## config.mk

```make
export PLATFORM = sky130hd
export DESIGN_NAME = mecanum_mix_heading_hold_top_flat
export DESIGN_NICKNAME = d
export VERILOG_FILES = /design/src/hdl/mmhh_pkg.sv /design/src/hdl/mmhh_if.sv /design/src/hdl/mmhh_seq.sv /design/src/hdl/mecanum_mix_heading_hold_top.sv /design/src/flat_wrapper.sv
export SDC_FILE = /design/constraint.sdc
export NUM_CORES = 2
export LEC_CHECK = 0
export ABC_AREA = 1
export BUFFER_PORTS_ARGS = -buffer_cell sky130_fd_sc_hd__buf_2
export CELL_PAD_IN_SITES_DETAIL_PLACEMENT = 2
export CELL_PAD_IN_SITES_GLOBAL_PLACEMENT = 2
export CORE_ASPECT_RATIO = 1.4
export CORE_MARGIN = 1
export CORE_UTILIZATION = 42
export DETAILED_ROUTE_END_ITERATION = 7
export PLACE_DENSITY_LB_ADDON = 0.1
export SYNTH_ARGS = -nofsm -noshare
export SYNTH_HDL_FRONTEND = slang
export SYNTH_SLANG_ARGS = --single-unit
```

## constraint.sdc

```tcl
create_clock -name clk -period 14.35 [get_ports clk]
set_input_delay 1.435 -clock clk [delete_from_list [all_inputs] [get_ports clk]]
set_output_delay 1.435 -clock clk [all_outputs]
set_load 0.02 [all_outputs]
```

## src/hdl/mmhh_pkg.sv

```systemverilog
package mmhh_pkg;

  // field widths
  localparam int DEMAND_W   = 16;
  localparam int GYRO_W     = 24;
  localparam int ERR_W      = 25;
  localparam int GAIN_W     = 16;
  localparam int PROD_W     = 41;
  localparam int ROT_W      = 17;
  localparam int WHEEL_W    = 18;
  localparam int MAG_W      = 17;
  localparam int THR_W      = 15;
  localparam int WIN_W      = 16;
  localparam int QUOT_W     = 16;
  localparam int NUM_W      = 32;
  localparam int DCNT_W     = 3;
  localparam int STEP_W     = 4;
  localparam int REG_ADDR_W = 4;
  localparam int APB_W      = 32;

  // fixed point constants
  localparam logic [MAG_W-1:0]         UNITY       = 17'd16384;
  localparam logic signed [PROD_W-1:0] ROUND_HALF  = 41'sd128;
  localparam logic signed [PROD_W-1:0] ROT_SAT_HI  = 41'sd32768;
  localparam logic signed [PROD_W-1:0] ROT_SAT_LO  = -41'sd32768;
  localparam logic signed [ROT_W-1:0]  ROT_MAX     = 17'sd32768;
  localparam logic signed [ROT_W-1:0]  ROT_MIN     = -17'sd32768;
  localparam logic [DCNT_W-1:0]        DIV_STEPS   = 3'd7;

  // register reset values
  localparam logic [GAIN_W-1:0] GAIN_RESET     = 16'd256;
  localparam logic [THR_W-1:0]  THRESH_RESET   = 15'd1638;
  localparam logic [WIN_W-1:0]  WINDOW_RESET   = 16'd1500;
  localparam logic [THR_W-1:0]  DEADBAND_RESET = 15'd819;

  typedef enum logic [1:0] {
    REG_GAIN,
    REG_THRESHOLD,
    REG_WINDOW,
    REG_DEADBAND
  } reg_idx_t;

  // datapath operations, one per control word
  typedef enum logic [3:0] {
    OP_NOP,
    OP_LOAD,
    OP_MUL,
    OP_ROT,
    OP_MIX,
    OP_DEAD,
    OP_MAX,
    OP_DIV_INIT,
    OP_DIV_STEP,
    OP_DIV_STORE,
    OP_EMIT
  } op_t;

  // jump conditions; when true the step counter loads the target
  typedef enum logic [2:0] {
    JC_NEXT,
    JC_ALWAYS,
    JC_NO_INPUT,
    JC_NO_SCALE,
    JC_DIV_BUSY,
    JC_MORE_WHEELS,
    JC_OUT_BUSY
  } jc_t;

  typedef struct packed {
    op_t               op;
    jc_t               jc;
    logic [STEP_W-1:0] target;
  } ctrl_word_t;

  typedef struct packed {
    logic in_valid;
    logic no_scale;
    logic div_busy;
    logic more_wheels;
    logic out_busy;
  } seq_status_t;

  // program addresses
  localparam logic [STEP_W-1:0] STEP_LOAD     = 4'd0;
  localparam logic [STEP_W-1:0] STEP_MUL      = 4'd1;
  localparam logic [STEP_W-1:0] STEP_ROT      = 4'd2;
  localparam logic [STEP_W-1:0] STEP_MIX      = 4'd3;
  localparam logic [STEP_W-1:0] STEP_DEAD     = 4'd4;
  localparam logic [STEP_W-1:0] STEP_MAX      = 4'd5;
  localparam logic [STEP_W-1:0] STEP_DIV_INIT = 4'd6;
  localparam logic [STEP_W-1:0] STEP_DIV_STEP = 4'd7;
  localparam logic [STEP_W-1:0] STEP_DIV_STORE = 4'd8;
  localparam logic [STEP_W-1:0] STEP_EMIT     = 4'd9;
  localparam logic [STEP_W-1:0] PROG_LAST     = STEP_EMIT;

  // control store
  function automatic ctrl_word_t microcode(input logic [STEP_W-1:0] step);
    ctrl_word_t cw;
    case (step)
      STEP_LOAD:      cw = '{op: OP_LOAD,      jc: JC_NO_INPUT,    target: STEP_LOAD};
      STEP_MUL:       cw = '{op: OP_MUL,       jc: JC_NEXT,        target: STEP_LOAD};
      STEP_ROT:       cw = '{op: OP_ROT,       jc: JC_NEXT,        target: STEP_LOAD};
      STEP_MIX:       cw = '{op: OP_MIX,       jc: JC_NEXT,        target: STEP_LOAD};
      STEP_DEAD:      cw = '{op: OP_DEAD,      jc: JC_NEXT,        target: STEP_LOAD};
      STEP_MAX:       cw = '{op: OP_MAX,       jc: JC_NO_SCALE,    target: STEP_EMIT};
      STEP_DIV_INIT:  cw = '{op: OP_DIV_INIT,  jc: JC_NEXT,        target: STEP_LOAD};
      STEP_DIV_STEP:  cw = '{op: OP_DIV_STEP,  jc: JC_DIV_BUSY,    target: STEP_DIV_STEP};
      STEP_DIV_STORE: cw = '{op: OP_DIV_STORE, jc: JC_MORE_WHEELS, target: STEP_DIV_INIT};
      STEP_EMIT:      cw = '{op: OP_EMIT,      jc: JC_OUT_BUSY,    target: STEP_EMIT};
      default:        cw = '{op: OP_NOP,       jc: JC_ALWAYS,      target: STEP_LOAD};
    endcase
    return cw;
  endfunction

endpackage

```

## src/hdl/mmhh_if.sv

```systemverilog
interface mmhh_demand_if;
  logic                                  valid;
  logic                                  ready;
  logic signed [mmhh_pkg::DEMAND_W-1:0]  strafe_demand;
  logic signed [mmhh_pkg::DEMAND_W-1:0]  forward_demand;
  logic signed [mmhh_pkg::DEMAND_W-1:0]  rotate_demand;
  logic signed [mmhh_pkg::GYRO_W-1:0]    gyro_angle;

  modport source (
    output valid, strafe_demand, forward_demand, rotate_demand, gyro_angle,
    input  ready
  );
  modport sink (
    input  valid, strafe_demand, forward_demand, rotate_demand, gyro_angle,
    output ready
  );
endinterface

interface mmhh_speed_if;
  logic                                  valid;
  logic                                  ready;
  logic signed [mmhh_pkg::DEMAND_W-1:0]  front_left_speed;
  logic signed [mmhh_pkg::DEMAND_W-1:0]  front_right_speed;
  logic signed [mmhh_pkg::DEMAND_W-1:0]  back_right_speed;
  logic signed [mmhh_pkg::DEMAND_W-1:0]  back_left_speed;
  logic                                  heading_hold_active;

  modport source (
    output valid, front_left_speed, front_right_speed, back_right_speed,
           back_left_speed, heading_hold_active,
    input  ready
  );
  modport sink (
    input  valid, front_left_speed, front_right_speed, back_right_speed,
           back_left_speed, heading_hold_active,
    output ready
  );
endinterface

```

## src/hdl/mmhh_seq.sv

```systemverilog
module mmhh_seq (
  input  logic                  clk,
  input  logic                  rst,
  input  mmhh_pkg::seq_status_t status,
  output mmhh_pkg::ctrl_word_t  ctrl
);
  import mmhh_pkg::*;

  logic [STEP_W-1:0] step;
  logic [STEP_W-1:0] step_next;
  logic              take;

  // control word fetch
  assign ctrl = microcode(step);

  // jump condition select
  always_comb begin
    case (ctrl.jc)
      JC_NEXT:        take = 1'b0;
      JC_ALWAYS:      take = 1'b1;
      JC_NO_INPUT:    take = !status.in_valid;
      JC_NO_SCALE:    take = status.no_scale;
      JC_DIV_BUSY:    take = status.div_busy;
      JC_MORE_WHEELS: take = status.more_wheels;
      JC_OUT_BUSY:    take = status.out_busy;
      default:        take = 1'b1;
    endcase
    if (take) begin
      step_next = ctrl.target;
    end else if (step == PROG_LAST) begin
      step_next = STEP_LOAD;
    end else begin
      step_next = step + 1'b1;
    end
  end

  // step counter
  always_ff @(posedge clk) begin
    if (rst) begin
      step <= STEP_LOAD;
    end else begin
      step <= step_next;
    end
  end

endmodule

```

## src/hdl/mecanum_mix_heading_hold_top.sv

```systemverilog
// Mecanum drive mixer with gyro heading hold. One demand beat (strafe, forward,
// rotate in Q2.14, gyro heading in centidegrees) gives one speed beat of four
// Q2.14 wheel speeds and a flag that tells when the gyro term replaced the
// stick rotation. A small microprogram steps a shared datapath: the wheels are
// scaled only when a wheel exceeds 1.0, and each of the four wheels then goes
// through one radix-4 restoring divider in turn. A finished speed beat sits in
// an output register, so the block takes the next demand beat while it waits.
// Gain, stick threshold, heading window and deadband are written over the APB
// port at byte addresses 0, 4, 8 and 12; the user must write them only while
// the block is idle, since the block itself does not enforce it.
module mecanum_mix_heading_hold_top (
  input  logic                              clk,
  input  logic                              rst,
  mmhh_demand_if.sink                       demand,
  mmhh_speed_if.source                      speed,
  input  logic                              psel,
  input  logic                              penable,
  input  logic                              pwrite,
  input  logic [mmhh_pkg::REG_ADDR_W-1:0]   paddr,
  input  logic [mmhh_pkg::APB_W-1:0]        pwdata,
  output logic [mmhh_pkg::APB_W-1:0]        prdata,
  output logic                              pready
);
  import mmhh_pkg::*;

  // configuration registers
  logic [GAIN_W-1:0] rotation_gain;
  logic [THR_W-1:0]  stick_rot_threshold;
  logic [WIN_W-1:0]  heading_window;
  logic [THR_W-1:0]  wheel_deadband;
  reg_idx_t          cfg_idx;

  // sequencer
  ctrl_word_t  ctrl;
  seq_status_t status;

  // datapath registers
  logic signed [DEMAND_W-1:0] x;
  logic signed [DEMAND_W-1:0] y;
  logic signed [DEMAND_W-1:0] rs;
  logic signed [GYRO_W-1:0]   g;
  logic signed [ERR_W-1:0]    err;
  logic signed [PROD_W-1:0]   prod;
  logic                       stick_wins;
  logic                       in_window;
  logic                       hold;
  logic signed [ROT_W-1:0]    r;
  logic signed [GYRO_W-1:0]   setpoint;
  logic signed [WHEEL_W-1:0]  w [4];
  logic [MAG_W-1:0]           m;
  logic [MAG_W-1:0]           rem;
  logic [QUOT_W-1:0]          num;
  logic [QUOT_W-1:0]          quot;
  logic [DCNT_W-1:0]          div_cnt;
  logic [1:0]                 wheel_cnt;

  // combinational helpers
  logic signed [MAG_W-1:0]    rs_ext;
  logic [MAG_W-1:0]           rs_mag;
  logic [ERR_W-1:0]           err_mag;
  logic signed [PROD_W-1:0]   rg_full;
  logic signed [ROT_W-1:0]    rg;
  logic                       hold_c;
  logic signed [WHEEL_W-1:0]  xw;
  logic signed [WHEEL_W-1:0]  yw;
  logic signed [WHEEL_W-1:0]  rw;
  logic [MAG_W-1:0]           wmag [4];
  logic [MAG_W-1:0]           max01;
  logic [MAG_W-1:0]           max23;
  logic [MAG_W-1:0]           max_c;
  logic [NUM_W-1:0]           numer;
  logic [MAG_W:0]             t1;
  logic [MAG_W:0]             t2;
  logic [MAG_W:0]             r1;
  logic [MAG_W:0]             r2;
  logic                       ge1;
  logic                       ge2;
  logic signed [WHEEL_W-1:0]  q_ext;
  logic signed [WHEEL_W-1:0]  q_signed;
  logic                       out_busy;

  // apb register file
  assign pready  = 1'b1;
  assign cfg_idx = reg_idx_t'(paddr[3:2]);

  always_ff @(posedge clk) begin
    if (rst) begin
      rotation_gain       <= GAIN_RESET;
      stick_rot_threshold <= THRESH_RESET;
      heading_window      <= WINDOW_RESET;
      wheel_deadband      <= DEADBAND_RESET;
    end else if (psel && penable && pwrite) begin
      case (cfg_idx)
        REG_GAIN:      rotation_gain       <= pwdata[GAIN_W-1:0];
        REG_THRESHOLD: stick_rot_threshold <= pwdata[THR_W-1:0];
        REG_WINDOW:    heading_window      <= pwdata[WIN_W-1:0];
        REG_DEADBAND:  wheel_deadband      <= pwdata[THR_W-1:0];
        default: ;
      endcase
    end
  end

  always_comb begin
    case (cfg_idx)
      REG_GAIN:      prdata = APB_W'(rotation_gain);
      REG_THRESHOLD: prdata = APB_W'(stick_rot_threshold);
      REG_WINDOW:    prdata = APB_W'(heading_window);
      REG_DEADBAND:  prdata = APB_W'(wheel_deadband);
      default:       prdata = '0;
    endcase
  end

  // sequencer and its status inputs
  assign out_busy           = speed.valid && !speed.ready;
  assign status.in_valid    = demand.valid;
  assign status.no_scale    = (max_c <= UNITY);
  assign status.div_busy    = (div_cnt != '0);
  assign status.more_wheels = (wheel_cnt != 2'd3);
  assign status.out_busy    = out_busy;

  mmhh_seq u_seq (
    .clk    (clk),
    .rst    (rst),
    .status (status),
    .ctrl   (ctrl)
  );

  assign demand.ready = (ctrl.op == OP_LOAD);

  // magnitudes and mode decision
  assign rs_ext  = MAG_W'(rs);
  assign rs_mag  = rs_ext[MAG_W-1] ? MAG_W'(-rs_ext) : MAG_W'(rs_ext);
  assign err_mag = err[ERR_W-1] ? ERR_W'(-err) : ERR_W'(err);
  assign hold_c  = !stick_wins && in_window;

  // gyro rotation: round to nearest, then clamp to +-2.0
  assign rg_full = (prod + ROUND_HALF) >>> 8;
  always_comb begin
    if (rg_full > ROT_SAT_HI) begin
      rg = ROT_MAX;
    end else if (rg_full < ROT_SAT_LO) begin
      rg = ROT_MIN;
    end else begin
      rg = ROT_W'(rg_full);
    end
  end

  // mix operands
  assign xw = WHEEL_W'(x);
  assign yw = WHEEL_W'(y);
  assign rw = WHEEL_W'(r);

  // wheel magnitudes and largest one
  always_comb begin
    for (int i = 0; i < 4; i++) begin
      wmag[i] = w[i][WHEEL_W-1] ? MAG_W'(-w[i]) : MAG_W'(w[i]);
    end
    max01 = (wmag[0] > wmag[1]) ? wmag[0] : wmag[1];
    max23 = (wmag[2] > wmag[3]) ? wmag[2] : wmag[3];
    max_c = (max01 > max23) ? max01 : max23;
  end

  // divider: numerator |w| * 1.0 + m/2, two quotient bits a cycle
  assign numer = {1'b0, wmag[0], 14'b0} + NUM_W'(m[MAG_W-1:1]);
  assign t1    = {rem, num[QUOT_W-1]};
  assign ge1   = (t1 >= {1'b0, m});
  assign r1    = ge1 ? (t1 - {1'b0, m}) : t1;
  assign t2    = {r1[MAG_W-1:0], num[QUOT_W-2]};
  assign ge2   = (t2 >= {1'b0, m});
  assign r2    = ge2 ? (t2 - {1'b0, m}) : t2;

  assign q_ext    = WHEEL_W'({2'b00, quot});
  assign q_signed = w[0][WHEEL_W-1] ? -q_ext : q_ext;

  // datapath payload registers
  always_ff @(posedge clk) begin
    case (ctrl.op)
      OP_LOAD: begin
        x   <= demand.strafe_demand;
        y   <= demand.forward_demand;
        rs  <= demand.rotate_demand;
        g   <= demand.gyro_angle;
        err <= ERR_W'(demand.gyro_angle) - ERR_W'(setpoint);
      end
      OP_MUL: begin
        prod       <= $signed({1'b0, rotation_gain}) * err;
        stick_wins <= rs_mag > MAG_W'(stick_rot_threshold);
        in_window  <= err_mag < ERR_W'(heading_window);
      end
      OP_ROT: begin
        hold <= hold_c;
        r    <= hold_c ? rg : rs_ext;
      end
      OP_MIX: begin
        w[0] <= -xw + yw - rw;
        w[1] <= xw + yw + rw;
        w[2] <= -xw + yw + rw;
        w[3] <= xw + yw - rw;
      end
      OP_DEAD: begin
        for (int i = 0; i < 4; i++) begin
          if (wmag[i] < MAG_W'(wheel_deadband)) begin
            w[i] <= '0;
          end
        end
      end
      OP_MAX: begin
        m <= max_c;
      end
      OP_DIV_INIT: begin
        rem  <= MAG_W'(numer[NUM_W-1:QUOT_W]);
        num  <= numer[QUOT_W-1:0];
        quot <= '0;
      end
      OP_DIV_STEP: begin
        rem  <= r2[MAG_W-1:0];
        num  <= {num[QUOT_W-3:0], 2'b00};
        quot <= {quot[QUOT_W-3:0], ge1, ge2};
      end
      OP_DIV_STORE: begin
        // rotate the wheels so the next one to divide sits in front
        w[0] <= w[1];
        w[1] <= w[2];
        w[2] <= w[3];
        w[3] <= q_signed;
      end
      default: ;
    endcase
  end

  // heading setpoint and loop counters
  always_ff @(posedge clk) begin
    if (rst) begin
      setpoint  <= '0;
      div_cnt   <= '0;
      wheel_cnt <= '0;
    end else begin
      case (ctrl.op)
        OP_ROT: begin
          if (!hold_c) begin
            setpoint <= g;
          end
        end
        OP_MAX: begin
          wheel_cnt <= '0;
        end
        OP_DIV_INIT: begin
          div_cnt <= DIV_STEPS;
        end
        OP_DIV_STEP: begin
          div_cnt <= div_cnt - 1'b1;
        end
        OP_DIV_STORE: begin
          wheel_cnt <= wheel_cnt + 1'b1;
        end
        default: ;
      endcase
    end
  end

  // output register
  always_ff @(posedge clk) begin
    if (rst) begin
      speed.valid <= 1'b0;
    end else if (ctrl.op == OP_EMIT && !out_busy) begin
      speed.valid <= 1'b1;
    end else if (speed.ready) begin
      speed.valid <= 1'b0;
    end
  end

  always_ff @(posedge clk) begin
    if (ctrl.op == OP_EMIT && !out_busy) begin
      speed.front_left_speed    <= w[0][DEMAND_W-1:0];
      speed.front_right_speed   <= w[1][DEMAND_W-1:0];
      speed.back_right_speed    <= w[2][DEMAND_W-1:0];
      speed.back_left_speed     <= w[3][DEMAND_W-1:0];
      speed.heading_hold_active <= hold;
    end
  end

`ifndef SYNTHESIS
  // an accepted beat starts the program at the multiply step
  assert property (@(posedge clk) disable iff (rst)
    demand.valid && demand.ready |=> ctrl.op == OP_MUL)
    else $error("accepted beat did not start the multiply step");

  // the divider remainder stays below the divisor
  assert property (@(posedge clk) disable iff (rst)
    ctrl.op == OP_DIV_STEP |-> rem < m)
    else $error("divider remainder not below divisor");

  // delivered wheel speeds lie within +-1.0
  assert property (@(posedge clk) disable iff (rst)
    speed.valid |->
      speed.front_left_speed >= -16'sd16384 && speed.front_left_speed <= 16'sd16384 &&
      speed.front_right_speed >= -16'sd16384 && speed.front_right_speed <= 16'sd16384 &&
      speed.back_right_speed >= -16'sd16384 && speed.back_right_speed <= 16'sd16384 &&
      speed.back_left_speed >= -16'sd16384 && speed.back_left_speed <= 16'sd16384)
    else $error("wheel speed outside unit range");

  // the setpoint moves only in the rotation step
  assert property (@(posedge clk) disable iff (rst)
    !$past(rst) && !$stable(setpoint) |-> $past(ctrl.op) == OP_ROT)
    else $error("heading setpoint changed outside the rotation step");
`endif

endmodule
```

## src/flat_wrapper.sv

```systemverilog
// flat-port wrapper written by rule: the top's interface ports become plain ports
module mecanum_mix_heading_hold_top_flat import mmhh_pkg::*;
  (clk, rst, psel, penable, pwrite, paddr, pwdata, prdata, pready, demand_valid, demand_strafe_demand, demand_forward_demand, demand_rotate_demand, demand_gyro_angle, demand_ready, speed_valid, speed_front_left_speed, speed_front_right_speed, speed_back_right_speed, speed_back_left_speed, speed_heading_hold_active, speed_ready);
  mmhh_demand_if demand_i ();
  mmhh_speed_if speed_i ();
  input  logic clk;
  input  logic rst;
  input  logic psel;
  input  logic penable;
  input  logic pwrite;
  input  logic [mmhh_pkg::REG_ADDR_W-1:0] paddr;
  input  logic [mmhh_pkg::APB_W-1:0] pwdata;
  output logic [mmhh_pkg::APB_W-1:0] prdata;
  output logic pready;
  input wire logic [$bits(demand_i.valid)-1:0] demand_valid;
  input wire logic [$bits(demand_i.strafe_demand)-1:0] demand_strafe_demand;
  input wire logic [$bits(demand_i.forward_demand)-1:0] demand_forward_demand;
  input wire logic [$bits(demand_i.rotate_demand)-1:0] demand_rotate_demand;
  input wire logic [$bits(demand_i.gyro_angle)-1:0] demand_gyro_angle;
  output wire logic [$bits(demand_i.ready)-1:0] demand_ready;
  output wire logic [$bits(speed_i.valid)-1:0] speed_valid;
  output wire logic [$bits(speed_i.front_left_speed)-1:0] speed_front_left_speed;
  output wire logic [$bits(speed_i.front_right_speed)-1:0] speed_front_right_speed;
  output wire logic [$bits(speed_i.back_right_speed)-1:0] speed_back_right_speed;
  output wire logic [$bits(speed_i.back_left_speed)-1:0] speed_back_left_speed;
  output wire logic [$bits(speed_i.heading_hold_active)-1:0] speed_heading_hold_active;
  input wire logic [$bits(speed_i.ready)-1:0] speed_ready;
  assign demand_i.valid = demand_valid;
  assign demand_i.strafe_demand = demand_strafe_demand;
  assign demand_i.forward_demand = demand_forward_demand;
  assign demand_i.rotate_demand = demand_rotate_demand;
  assign demand_i.gyro_angle = demand_gyro_angle;
  assign demand_ready = demand_i.ready;
  assign speed_valid = speed_i.valid;
  assign speed_front_left_speed = speed_i.front_left_speed;
  assign speed_front_right_speed = speed_i.front_right_speed;
  assign speed_back_right_speed = speed_i.back_right_speed;
  assign speed_back_left_speed = speed_i.back_left_speed;
  assign speed_heading_hold_active = speed_i.heading_hold_active;
  assign speed_i.ready = speed_ready;
  mecanum_mix_heading_hold_top u_core (.clk(clk), .rst(rst), .demand(demand_i), .speed(speed_i), .psel(psel), .penable(penable), .pwrite(pwrite), .paddr(paddr), .pwdata(pwdata), .prdata(prdata), .pready(pready));
endmodule
```

### After elaboration in Yosys (flattened, before gate mapping)

Memories as Yosys holds them, arrays and structs flattened. A register that Yosys moved wholly into a read port is not among the register bits.
Index checks and enable logic that the tools add are counted.

| operators by class | value |
|---|---|
| add/sub/neg operators | 22 |
| $mul | 1 |
| divide/modulo/power cells | 0 |
| order comparisons | 14 |
| equal/unequal tests | 20 |
| shift-type cells | 0 |
| muxes and demuxes | 51 |
| bitwise gates (word level) | 9 |
| reduce and logical (&&, ||, !) cells | 20 |

Operators with widths:

| operator | number |
|---|---|
| 17-bit two-way mux | 13 |
| 18-bit two-way mux | 9 |
| 32-bit one-hot mux with 4 select lines | 1 |
| 17-bit by 15-bit < comparator with 1-bit output | 4 |
| 17-bit negation | 4 |
| 16-bit one-hot mux with 2 select lines | 2 |
| 17-bit > comparator | 3 |
| 41-bit by 9-bit adder with 41-bit output, second input constant | 1 |
| 17-bit by 25-bit multiplier with 41-bit output | 1 |
| 18-bit by 17-bit greater-or-equal comparator with 1-bit output | 2 |
| 16-bit negation with 18-bit output | 2 |
| 17-bit one-hot mux with 2 select lines | 1 |
| 17-bit subtractor | 2 |
| 33-bit by 17-bit > comparator with 1-bit output, second input constant | 1 |
| 33-bit by 16-bit < comparator with 1-bit output, second input constant | 1 |
| 31-bit by 16-bit adder with 32-bit output | 1 |
| 25-bit by 16-bit < comparator with 1-bit output | 1 |
| 25-bit two-way mux | 1 |
| 25-bit negation | 1 |
| 24-bit by 24-bit subtractor with 25-bit output | 1 |
| 17-bit by 17-bit adder with 18-bit output | 1 |
| 18-bit by 16-bit adder with 18-bit output | 1 |
| 18-bit by 17-bit adder with 18-bit output | 1 |
| 1-bit two-way mux | 18 |
| 31 further kinds | 64 |

| word-level totals | value |
|---|---|
| register bits | 385 |
| bits in latches | 0 |
| memory bits (writable) | 72 |
| memory bits (read-only) | 176 |
| input port bits | 115 |
| output and inout bits | 100 |
| word-level logic and storage cells | 167 |
| memories | 2 |

Memories:

| name | depth | width | read ports | clocked after Yosys merged registers in | write ports | line | RTL |
|---|---|---|---|---|---|---|---|
| (no name shown) | 16 | 11 | 1 | 1 | 0 | mmhh_pkg.sv:99 | `case (step)` |
| u_core.w | 4 | 18 | 4 | 0 | 4 | mecanum_mix_heading_hold_top.sv:49 | `logic signed [WHEEL_W-1:0] w [4];` |

### Logic depth before layout (Yosys ltp)

An unclocked memory read counts as a cell.

| depth | value |
|---|---|
| word-level depth | 11 |
| depth in mapped cells | 51 |
| gate-level depth less buffers | 49 |

### Cells and area by module

Synthesis repeated with hierarchy kept, for this count alone.

| second synthesis, totals | value |
|---|---|
| cell total of the unflattened synthesis | 5771 |
| area total of the unflattened synthesis | 46834.9 sq um |

By module, submodules not included:

| module | times used | cells an instance | area each (sq um) | seq. area each (sq um) |
|---|---|---|---|---|
| mecanum_mix_heading_hold_top | 1 | 5666 | 46030.4 | 12291.8 |
| mmhh_seq | 1 | 105 | 804.5 | 260.2 |

### Least setup slack after synthesis

OpenSTA, ideal clock, no wires.

| timing path | value |
|---|---|
| path type | reg2out |
| start | register, netlist name u_core.u_seq.ctrl[6] |
| end | output port demand_ready |
| data arrival time | 7416 ps |
| data required time | 12915 ps |
| setup slack | 5499 ps |
| cell stages (with the launch flop) | 4 |
| buffers on the path | 0 |
| cell sequence | dfxtp_1 nor2_1 inv_1 nor3_1 |

RTL lines:

| item | line | RTL |
|---|---|---|
| end: declaration | flat_wrapper.sv:20 | `output wire logic [$bits(demand_i.ready)-1:0] demand_ready;` |

==> metrics.txt <==
min setup slack post-route=about 5.5 ns; detailed router's first-iteration violation count=~1600; Ys Warns=0; Register Area=about 13000 um^2; Netlist cell types=71; Final Skew=slightly above 0.05 ns; Simple-Gate Fraction of Synth Area=15.8%; Die Wd=280 um; DR vias=38601; total CTS buffers=53; dpl ws=~5.7 ns; main combinational cell family by area after synthesis=adder cells; multiplexer share of the synthesized area=less than 1%; sequential area share after synthesis=27.7%; cell row count=about 140; Total GRT Usage=between 30% and 40%; die area=109000 um^2; worst r2r dst=u_core.u_seq.ctrl[5]; area of placed instances=roughly 48000 um^2; Max Root-Sink Buffers=3; commonest cells after routing, fill and taps aside=inv_1, nand2_1, ha_1; Synth Flop Type=edfxtp_1; max incr delay on CP=between 0.6 and 0.7 ns; r2r startpoint=u_core.w[1][0]; R2R Setup Slk=~5.5 ns; hold endpoint=u_core.speed.back_right_speed[15]; highest clock rate=113 MHz; CP required=14.95 ns; gpl congestion=roughly 0.93; die height=about 400 um; Avg WL per Cell=about 25 um; first-pass GRT wire length=roughly 260 mm; mean post-synth cell area=about 8.3 um^2; DP HPWL=between 100 and 150 mm; RSZ-0062 raised after global routing=false; Seq cells post-synth=approximately 460; Core Region=roughly 110000 um^2; post-route ant nets=0; area delta synth->final=9.01%; clk sinks=roughly 460; Fin Hold WS=0.451 ns; Hold WC Path Type=reg -> reg; TritonCTS clock tree=yes; Hold-fix buffers, CTS=0; CTS clock-pin slew for the worst setup and hold paths=roughly 0.06 ns; CP startpoint kind=flop; Final min period=between 8 and 9 ns; critical path class=reg -> reg; Synth Area in Adders=between 20 and 30%; post-CTS setup buffer count=0; initial antenna violation count=9; critical path arrival=9.49 ns; Slew Viols, Final=0; area occupied by multi-input gates=~28000 um^2; Fin. Hold Viols=0; Hold Path Stages=0; FF-to-FF path depth=40; drt drc=0; initial cell density of the core=a little over two fifths; Layout Nets=around 6500; most frequent CP cell=nand2_1; Worst-Skew Late Latency=0.66 ns; Compound-Gate Fraction of Synth Area=~11%; Mapped Area=45400 um^2; vias in the first global route=44769; PostCTS Resize Cnt=0; Slew @ Worst Pin=between 1 and 1.5 ns; num ports=~220; Slowest cell on crit path=inv_1; CTS H-Tree Depth=2; Mapped Cells=roughly 5500; input/output buffers=approximately 180; DRT Wirelength=between 150 and 200 mm; hold_sp=u_core.w[2][15]; CTS root buffer=clkbuf_16; CP endpoint kind=flop; Critical Path Fanout Max=22; largest net degree at the start of global routing=a little under 100; DR pass1 iterations=5; Post-synth EDFFs=roughly 340; Async SR Flop Fraction=0%; vias per cell=roughly 5.5; period utilization=around three fifths; Setup TNS Final=0 ns; GRT overflow=0; share of layout cells above drive strength 1=6.86%; Design Area, Final=just under 50000 um^2; Slew HR=around an eighth; outcome=finished, final reports clean; Max Cap Viol=0; XOR/XNOR Fraction of Synth Area=about 5.5%; fill count=12162; commonest non-fill, non-tap cell in the layout=inv_1; Final setup viols=0
-- synthesized netlist by cell type (9+ instances only) --
library cell     n  area, um^2
inv_1         1142        4290
nand2_1       1059        3980
ha_1           409        5120
fa_1           394        7890
a21oi_1        339        1700
edfxtp_1       336       10100
nor2_1         277        1040
o21ai_0        262        1310
xor2_1         220        1930
nand3_1        162         811
clkbuf_1       156         586
dfxtp_1        123        2460
nor3_1          64         320
xnor2_1         64         561
o22ai_1         44         275
nand4_1         40         250
o211ai_1        32         240
o21bai_1        29         218
o21ai_1         24         120
buf_1           22        82.6
a31oi_1         20         125
nor4_1          19         119
buf_4           18         135
o31ai_1         18         135
or2_2           17         106
a211oi_1        15         113
o2111ai_1       15         131
and2_1          13        81.3
nand2_2         12        75.1
a21o_1          11        82.6
o21a_1          10        75.1
inv_2            9        33.8
nand3b_1         9        67.6
-- area by class of cell --
class                   count  area share, %
diodes                      6         0.0303
clock buffers              74           3.13
clock inverters            25          0.582
inverters                1155           8.77
multi-input cells        3675           56.0
flip-flops and latches    459           25.4
well taps                1440           3.64
repair buffers            223           2.50
-- state kept, by name, summed over array words and instances (netlist names), 17 cells and up --
name / cells
u_core.prod: 34
u_core.w: 72
u_core.setpoint: 24
u_core.g: 24
u_core.r: 17
u_core.m: 17
u_core.err: 25
u_core.rem: 17
-- through the flow --
step	instances	utilization, %
2_1_floorplan	5495	-
3_3_place_gp	6952	44.5
3_5_place_dp	6952	44.5
4_1_cts	7051	46.2
5_1_grt	7052	46.2
6_report	7057	46.2
-- cell families (layout without fill, tap and decap cells) --
family | Yosys count | after routing
XOR/XNOR | 285 | 285
AO/OA/AOI/OAI | 862 | 862
buffers and inverters | 1361 | 1477
AND/OR/NAND/NOR | 1707 | 1707
other | 2 | 23
multiplexers | 1 | 1
adder cells (fa/ha/maj) | 803 | 803
flip-flops | 459 | 459
-- worst max-delay path by stage --
stage	slack (ns)	endpoint	cells after the start	startpoint
final	5.46	u_core.u_seq.ctrl[5]	40	u_core.w[1][0]
after detailed placement	5.72	u_core.u_seq.ctrl[5]	40	u_core.w[1][0]
after global placement	6.14	u_core.u_seq.ctrl[5]	40	u_core.w[1][0]
after global routing	4.98	u_core.u_seq.ctrl[5]	40	u_core.w[1][0]
after CTS	5.57	u_core.u_seq.ctrl[5]	40	u_core.w[1][0]
after floorplan	5.50	demand_ready	3	u_core.u_seq.ctrl[6]
-- layer usage --
layer | wire length (um) | GRT usage (%) | share of wire [%] | up-vias
met4 | 13000 | 21.4 | 7.5 | 2
met3 | 5590 | 2.91 | 3.2 | 453
met5 | 13 | 0 | 0.0075 | -
li1 | - | - | - | 17549
met2 | 94600 | 61.9 | 54 | 800
met1 | 60900 | 32.0 | 35 | 19797
-- critical path, delay by kind of cell (launching register included) --
family / cells / cell delay (ns)
buf+inv: 5 / 1.10
fa+ha+maj: 3 / 0.74
flops: 1 / 0.59
compound gates: 3 / 0.93
xor+xnor: 1 / 0.47
simple gates: 28 / 4.96
Power is not shown: default switching activity piles up to over one toggle a cycle in this logic, so the estimate is an artifact.
